File: config.mk
export PLATFORM = sky130hd
export DESIGN_NAME = bounded_ordered_list_engine
export DESIGN_NICKNAME = d
export VERILOG_FILES = /design/src/rtl/bole_pkg.sv /design/src/rtl/bole_cell.sv /design/src/rtl/bounded_ordered_list_engine.sv
export SDC_FILE = /design/constraint.sdc
export NUM_CORES = 2
export LEC_CHECK = 0
export BUFFER_PORTS_ARGS = -buffer_cell sky130_fd_sc_hd__buf_2
export CORE_AREA = 2 2 301 422
export CTS_CLUSTER_SIZE = 12
export DETAILED_ROUTE_END_ITERATION = 7
export DIE_AREA = 0 0 303 424
export MAX_ROUTING_LAYER = met4
export PLACE_DENSITY = 0.76
export SLEW_MARGIN = 20
export SYNTH_ARGS = -nofsm -noshare
export SYNTH_HDL_FRONTEND = slang
export SYNTH_SLANG_ARGS = --single-unit
File: constraint.sdc
create_clock -name clk -period 4.7 [get_ports clk]
set_clock_uncertainty 0.05 [all_clocks]
set_input_delay 0 -clock clk [delete_from_list [all_inputs] [get_ports clk]]
set_output_delay 0 -clock clk [all_outputs]
set_load 0.005 [all_outputs]
File: src/rtl/bole_pkg.sv
package bole_pkg;

    // Default list capacity
    localparam int DEF_CAPACITY = 16;

    // Field widths fixed by the interface
    localparam int ID_W     = 32;
    localparam int OP_W     = 3;
    localparam int STATUS_W = 2;
    localparam int COUNT_W  = 5;

    // Operation codes
    localparam logic [OP_W-1:0] OP_INS_HEAD   = 3'd0;
    localparam logic [OP_W-1:0] OP_INS_SORTED = 3'd1;
    localparam logic [OP_W-1:0] OP_INS_TAIL   = 3'd2;
    localparam logic [OP_W-1:0] OP_REM_HEAD   = 3'd3;
    localparam logic [OP_W-1:0] OP_REM_ID     = 3'd4;
    localparam logic [OP_W-1:0] OP_REM_TAIL   = 3'd5;

    // Status codes
    localparam logic [STATUS_W-1:0] ST_DONE      = 2'd0;
    localparam logic [STATUS_W-1:0] ST_FULL      = 2'd1;
    localparam logic [STATUS_W-1:0] ST_EMPTY     = 2'd2;
    localparam logic [STATUS_W-1:0] ST_NOT_FOUND = 2'd3;

    // Position selector shared by inserts and removals
    localparam logic [1:0] MODE_HEAD  = 2'd0;
    localparam logic [1:0] MODE_MATCH = 2'd1;  // sorted place or id match
    localparam logic [1:0] MODE_TAIL  = 2'd2;

    // Token that walks down the cell chain, one cell per cycle
    typedef struct packed {
        logic            valid;
        logic            act;    // request not refused as full or empty
        logic            ins;    // 1 insert, 0 remove
        logic [1:0]      mode;
        logic [ID_W-1:0] key;
        logic [ID_W-1:0] carry;  // entry displaced by an insert
        logic            hit;    // position already found upstream
    } pass_t;

endpackage

File: src/rtl/bole_cell.sv
module bole_cell #(
    parameter int CAPACITY = 16,
    parameter int IDX      = 0
) (
    input  logic                 clk,
    input  logic                 rst_n,
    input  bole_pkg::pass_t      pass_in,
    input  logic [$clog2(CAPACITY+1)-1:0] count,
    input  logic [bole_pkg::ID_W-1:0]     nbr,
    output logic [bole_pkg::ID_W-1:0]     entry,
    output bole_pkg::pass_t      pass_out
);
    import bole_pkg::*;

    localparam int CNT_W = $clog2(CAPACITY + 1);
    localparam logic [CNT_W-1:0] IDX_C  = CNT_W'(IDX);
    localparam logic [CNT_W-1:0] IDX1_C = CNT_W'(IDX + 1);

    logic [ID_W-1:0] entry_reg;
    logic [ID_W-1:0] entry_next;
    pass_t           pass_reg;
    pass_t           pass_next;

    logic place;
    logic match;
    logic less;

    assign less = $signed(entry_reg) < $signed(pass_in.key);

    // Insert position: cell 0 for head, first entry not less than the key for sorted, or the slot at the count
    assign place = !pass_in.hit &&
                   ((count == IDX_C) ||
                    (pass_in.mode == MODE_HEAD) ||
                    ((pass_in.mode == MODE_MATCH) && !less));

    // Removal position
    assign match = (pass_in.mode == MODE_HEAD) ||
                   ((pass_in.mode == MODE_MATCH) && (entry_reg == pass_in.key)) ||
                   ((pass_in.mode == MODE_TAIL) && (count == IDX1_C));

    // Cell update: insert shifts up through carry, remove pulls from the neighbor
    always_comb
    begin
        entry_next = entry_reg;
        pass_next  = pass_in;
        if (pass_in.valid && pass_in.act) begin
            if (pass_in.ins) begin
                if (IDX_C <= count) begin
                    if (place) begin
                        entry_next      = pass_in.key;
                        pass_next.carry = entry_reg;
                        pass_next.hit   = 1'b1;
                    end else if (pass_in.hit) begin
                        entry_next      = pass_in.carry;
                        pass_next.carry = entry_reg;
                    end
                end
            end else begin
                if ((IDX_C < count) && (pass_in.hit || match)) begin
                    entry_next    = nbr;
                    pass_next.hit = 1'b1;
                end
            end
        end
    end

    // Entry storage
    always_ff @(posedge clk)
    begin
        entry_reg <= entry_next;
    end

    // Token stage
    always_ff @(posedge clk or negedge rst_n)
    begin
        if (!rst_n) begin
            pass_reg <= '0;
        end else begin
            pass_reg <= pass_next;
        end
    end

    assign entry    = entry_reg;
    assign pass_out = pass_reg;

endmodule

File: src/rtl/bounded_ordered_list_engine.sv
// Bounded ordered list of signed 32-bit ids held in a row of CAPACITY cells, one entry
// per cell, with six operations: insert at head, sorted insert, insert at tail, remove at
// head, remove first matching id, remove at tail. A request is a token that walks the cell
// chain one cell per clock; each cell compares and shifts its own entry as the token
// passes. Every request, refused ones included, goes from acceptance to its result in the
// output register through the launch stage, which loads at acceptance, then CAPACITY cell
// stages, the result stage and the output stage; the move into the output register waits
// while a result held there is stalled. A new request is taken the clock after the
// previous result has moved into the output register, so requests never overlap. The
// output register decouples the sides: a request is accepted while an earlier result still
// waits there. Entry contents need no reset; only entries below the count are read.
module bounded_ordered_list_engine #(
    parameter int CAPACITY = bole_pkg::DEF_CAPACITY
) (
    input  logic                             clk,
    input  logic                             rst_n,
    input  logic                             in_valid,
    output logic                             in_stall,
    input  logic [bole_pkg::OP_W-1:0]        operation,
    input  logic signed [bole_pkg::ID_W-1:0] key_id,
    output logic                             out_valid,
    input  logic                             out_stall,
    output logic [bole_pkg::STATUS_W-1:0]    status,
    output logic [bole_pkg::COUNT_W-1:0]     entry_count,
    output logic                             is_full,
    output logic                             is_empty
);
    import bole_pkg::*;

    localparam int CNT_W = $clog2(CAPACITY + 1);
    localparam logic [CNT_W-1:0] CAP_C = CNT_W'(CAPACITY);

    logic [CNT_W-1:0]    count_reg;
    logic [CNT_W-1:0]    count_next;
    logic                busy_reg;
    logic                busy_next;
    pass_t               launch_reg;
    pass_t               launch_next;
    logic [STATUS_W-1:0] pre_status_reg;
    logic [STATUS_W-1:0] pre_status_next;
    logic                res_valid_reg;
    logic                res_valid_next;
    logic [STATUS_W-1:0] res_status_reg;
    logic [STATUS_W-1:0] res_status_next;
    logic                out_valid_reg;
    logic                out_valid_next;
    logic [STATUS_W-1:0] out_status_reg;
    logic [STATUS_W-1:0] out_status_next;
    logic [CNT_W-1:0]    out_count_reg;
    logic [CNT_W-1:0]    out_count_next;

    logic [ID_W-1:0] entries [CAPACITY];
    pass_t           passes  [CAPACITY];
    pass_t           last;
    logic            accept;
    logic            op_ins;
    logic            op_rem;
    logic            full;
    logic            empty;
    logic            out_free;
    logic            not_found;
    logic [CNT_W+COUNT_W-1:0] count_ext;

    assign accept   = in_valid && !busy_reg;
    assign in_stall = busy_reg;
    assign op_ins   = (operation == OP_INS_HEAD) || (operation == OP_INS_SORTED) ||
                      (operation == OP_INS_TAIL);
    assign op_rem   = (operation == OP_REM_HEAD) || (operation == OP_REM_ID) ||
                      (operation == OP_REM_TAIL);
    assign full     = (count_reg == CAP_C);
    assign empty    = (count_reg == '0);
    assign out_free = !out_valid_reg || !out_stall;
    assign last     = passes[CAPACITY-1];

    // Cell chain
    for (genvar k = 0; k < CAPACITY; k++) begin : g_cell
        logic [ID_W-1:0] nbr_k;
        pass_t           in_k;

        if (k == CAPACITY - 1) begin : g_end
            assign nbr_k = '0;
        end else begin : g_mid
            assign nbr_k = entries[k+1];
        end

        if (k == 0) begin : g_first
            assign in_k = launch_reg;
        end else begin : g_next
            assign in_k = passes[k-1];
        end

        bole_cell #(
            .CAPACITY (CAPACITY),
            .IDX      (k)
        ) u_cell (
            .clk      (clk),
            .rst_n    (rst_n),
            .pass_in  (in_k),
            .count    (count_reg),
            .nbr      (nbr_k),
            .entry    (entries[k]),
            .pass_out (passes[k])
        );
    end

    assign not_found = last.act && !last.ins && (last.mode == MODE_MATCH) && !last.hit;

    // Request launch, completion and output staging
    always_comb
    begin
        launch_next     = launch_reg;
        pre_status_next = pre_status_reg;
        busy_next       = busy_reg;
        count_next      = count_reg;
        res_valid_next  = res_valid_reg;
        res_status_next = res_status_reg;
        out_valid_next  = out_valid_reg;
        out_status_next = out_status_reg;
        out_count_next  = out_count_reg;

        launch_next.valid = 1'b0;
        if (accept) begin
            busy_next         = 1'b1;
            launch_next.valid = 1'b1;
            launch_next.ins   = op_ins;
            launch_next.act   = (op_ins && !full) || (op_rem && !empty);
            launch_next.key   = key_id;
            launch_next.carry = '0;
            launch_next.hit   = 1'b0;
            case (operation)
                OP_INS_HEAD, OP_REM_HEAD:  launch_next.mode = MODE_HEAD;
                OP_INS_TAIL, OP_REM_TAIL:  launch_next.mode = MODE_TAIL;
                default:                   launch_next.mode = MODE_MATCH;
            endcase
            if (op_ins && full) begin
                pre_status_next = ST_FULL;
            end else if (op_rem && empty) begin
                pre_status_next = ST_EMPTY;
            end else begin
                pre_status_next = ST_DONE;
            end
        end

        // Token leaves the last cell: settle status and count
        if (last.valid) begin
            res_valid_next = 1'b1;
            if (!last.act) begin
                res_status_next = pre_status_reg;
            end else if (not_found) begin
                res_status_next = ST_NOT_FOUND;
            end else begin
                res_status_next = ST_DONE;
                if (last.ins) begin
                    count_next = count_reg + 1'b1;
                end else begin
                    count_next = count_reg - 1'b1;
                end
            end
        end

        if (out_valid_reg && !out_stall) begin
            out_valid_next = 1'b0;
        end
        if (res_valid_reg && out_free) begin
            res_valid_next  = 1'b0;
            busy_next       = 1'b0;
            out_valid_next  = 1'b1;
            out_status_next = res_status_reg;
            out_count_next  = count_reg;
        end
    end

    always_ff @(posedge clk or negedge rst_n)
    begin
        if (!rst_n) begin
            count_reg        <= '0;
            busy_reg         <= 1'b0;
            launch_reg       <= '0;
            res_valid_reg    <= 1'b0;
            out_valid_reg    <= 1'b0;
        end else begin
            count_reg        <= count_next;
            busy_reg         <= busy_next;
            launch_reg       <= launch_next;
            res_valid_reg    <= res_valid_next;
            out_valid_reg    <= out_valid_next;
        end
    end

    always_ff @(posedge clk)
    begin
        pre_status_reg   <= pre_status_next;
        res_status_reg   <= res_status_next;
        out_status_reg   <= out_status_next;
        out_count_reg    <= out_count_next;
    end

    // Result ports
    assign count_ext   = {{COUNT_W{1'b0}}, out_count_reg};
    assign out_valid   = out_valid_reg;
    assign status      = out_status_reg;
    assign entry_count = count_ext[COUNT_W-1:0];
    assign is_full     = (out_count_reg == CAP_C);
    assign is_empty    = (out_count_reg == '0);

endmodule
==> out/results.ini <==
[clock_network]
cts_root_buf = clkbuf_16
clkSinkCount = 1624
clock_latency_ns = 0.79
htreeDepth = 4
numCtsBuffers = 159
clk_pin_slew_ns = 0.06
clockBufferDepth = 3
tritoncts = done

[setup_path]
arrival_ns = 4.79
cpPeakStageDelay_ns = 1.02
reg2reg_from = g_cell[12].u_cell.entry[31]
path_class = flop to flop
critical_path_depth = 11
cp_common_cell = nor4_1
reg2reg_depth = 11
start_kind = flop
cp.required_ns = 5.14
worstReg2RegEnd = g_cell[12].u_cell.entry[0]
cp_top_family = simple AND/OR/NAND/NOR gates
crit_chain = ha_1 > nand4_1 > nor4_1 > nand3_1 > a2111oi_0 > buf_4 > nor4_1 > nor3_4 > buf_12 > mux2i_1 > a21oi_1
path_max_fanout = 32
r2r_slack_ns = 0.36
cp_slowest_cell = a2111oi_0
critPathLaunch = g_cell[12].u_cell.entry[31]
endpoint = g_cell[12].u_cell.entry[0]
critPathBufInv = 2
cp-end-kind = flop

[timing]
fin_crit_sh_pct = 92.4
hold_viol = 0
slew_headroom_pct = 18.8
layout_min_cycle_time_ns = 4.34
hold-worst-slack_ns = 0.0999
fmax_ghz = 0.230
rsz0062_at_grt = no
final-setup-viol-count = 0
worst_slew_pin_slew_ns = 1.19
final.setup.worst_slack_ns = 0.357
setup_tns_ns = 0
slew_viol_final = 0

[final_layout]
layout-drive-gt1-share_pct = 13.6
final_util_pct = 66.2
layout_common_cells = dfrtp_1, a21oi_1, inv_1, edfxtp_1, ha_1
largest_reg_flops = 1056
nFillCells = 9034
multi_input_area_sq_um = 28000
seqCellArea_sq_um = 43300
syn_to_final_growth_pct = 11.4
fin_nets = 6846
mostFrequentLayoutCell = dfrtp_1
fin_area_sq_um = 82800

[grt]
grt_overflow = 0
antenna_found_initial = 1
grt_pass1_vias = 50085
grt_start_max_net_pins = 146
track_usage_pct = 27.0
grt_pass1_wl_mm = 266

[power]
internal_power_mw = 35.2
seq_power_share_pct = 42.4
p_per_area_nw_per_um2 = 665
clkPwrFrac_pct = 22.1
combPwrFrac_pct = 35.4
p_leak_nw = 37.3
p_sw_share_pct = 36.1
switchingPower_mw = 19.8
peakVddDrop_mv = 0.718

[drt]
vias = 46342
firstDrtPassIters = 6
viasPerCell = 5.75
drc = 0
wl_per_cell_um = 20.3
drt-total-wl_mm = 164
dr.first_iter.drc_count = 2638
drtAntennaViolNets = 0

[placement]
place_area_sq_um = 76800
io_buffers = 49
gp_congestion = 0.924
dp_hpwl_mm = 119
pre_cts_slack_ns = 0.501

[synth]
syn_nets = 6640
ys_warn_count = 0
ys.flop_type = dfrtp_1
ys_async_sr_fraction_pct = 67.8
ys_types = 78
syn_inst = 6084
synthesis.area_sq_um = 74300
yosysSeqAreaShare_pct = 58.2
synth_seq_cells = 1624
synth-edff-count = 523
syn_area_per_cell_sq_um = 12.2

[floorplan]
chipWidth_um = 303
ios = 50
fp.coreArea_sq_um = 125000
start_util_pct = 59.4
num_rows = 154
die-height_um = 424
dieArea_sq_um = 128000

[outcome]
status = complete, no violations

[job]
cap_viol_max_count = 0

[min_path]
hold_class = input pin to flop

## cell families (layout without fill, tap and decap cells)
family                     after synthesis  count (layout)  synth area share (%)
AOI/OAI and AO/OA                     1009            1009                  7.96
other                                    0               2                     0
adders and majority gates              517             517                  8.71
xor gates and xnor gates                 7               7                0.0825
and+or+nand+nor                       1219            1219                  7.31
muxes                                  932             932                  13.5
buffers and inverters                  776            1112                  4.19
DFF                                   1624            1624                  58.2
## area by class of cell
| type | count | share of cell area (%) |
|---|---|---|
| timing repair buffer | 269 | 3.00 |
| sequential | 1624 | 52.3 |
| antenna | 2 | 0.00605 |
| clock buffer | 280 | 5.74 |
| multi-input combinational | 3684 | 33.9 |
| clock inverter | 11 | 0.127 |
| tap | 1638 | 2.48 |
| inverter | 552 | 2.50 |
## cells in the mapped netlist (all sizes together), types with 20 or more instances
master	n	area, sq um
dfrtp	1101	27600
a21oi	637	3230
inv	552	2070
edfxtp	523	15700
ha	517	6470
nor2	512	1920
mux2	482	5530
mux2i	450	4500
nand2	340	1280
clkbuf	135	507
o21ai	121	609
nand3	92	460
buf	89	531
nand4	83	519
a31oi	43	269
and2	36	225
nor3	35	180
nor4	29	181
a21o	28	210
a221o	23	230
a211oi	22	165
nor2b	20	125
## through the flow
| step | std cells | total power, mW |
|---|---|---|
| after floorplan | 6084 | 36.6 |
| after global placement | 7653 | 41.7 |
| after detailed placement | 7653 | 42.7 |
| final | 8060 | 55.0 |
| after CTS | 8058 | 55.2 |
| after global routing | 8059 | 58.5 |
## power by group through the flow
stage / Sequential (mW) / Combinational (mW) / Clock (mW)
after floorplan: 22.2 / 14.4 / 0
after global placement: 23.3 / 18.4 / 0
after detailed placement: 23.5 / 19.1 / 0
after CTS: 23.3 / 19.5 / 12.4
after global routing: 23.9 / 21.6 / 12.9
final: 23.4 / 19.5 / 12.2
## layer usage
metal / GRT usage, % / vias to the layer above / routed length (um)
met5: - / - / 0
met4: 13.2 / 0 / 8220
met3: 3.18 / 404 / 4540
met2: 48.8 / 852 / 89900
met1: 29.1 / 23127 / 61300
li1: - / 21959 / -
## what timing repair did
action	CTS	global route
gates resized for setup	0	0
hold buffers	114	0
endpoints found under the hold margin	540	0
setup buffers	0	0
## worst register-to-register path, cell delays in order, from the launching register on
cell and delay [ns]:
edfxtp_1 0.41, ha_1 0.34, nand4_1 0.21, nor4_1 0.47
nand3_1 0.36, a2111oi_0 1.02, buf_4 0.25, nor4_1 0.08
nor3_4 0.20, buf_12 0.28, mux2i_1 0.28, a21oi_1 0.09
## how the worst min path moves through the flow
stage                     cells past startpoint                        endpoint  startpoint  slack [ns]
after floorplan                               0                    count_reg[0]       rst_n       -0.35
after CTS                                     4              g_cell[0].in_k[49]  key_id[16]       0.009
after detailed placement                      1  g_cell[14].u_cell.pass_out[23]       rst_n        0.06
final                                         4              g_cell[0].in_k[49]  key_id[16]         0.1
after global placement                        1  g_cell[14].u_cell.pass_out[23]       rst_n        0.06
after global routing                          4              g_cell[0].in_k[49]  key_id[16]        0.08
(Power assumes the default switching activity.)
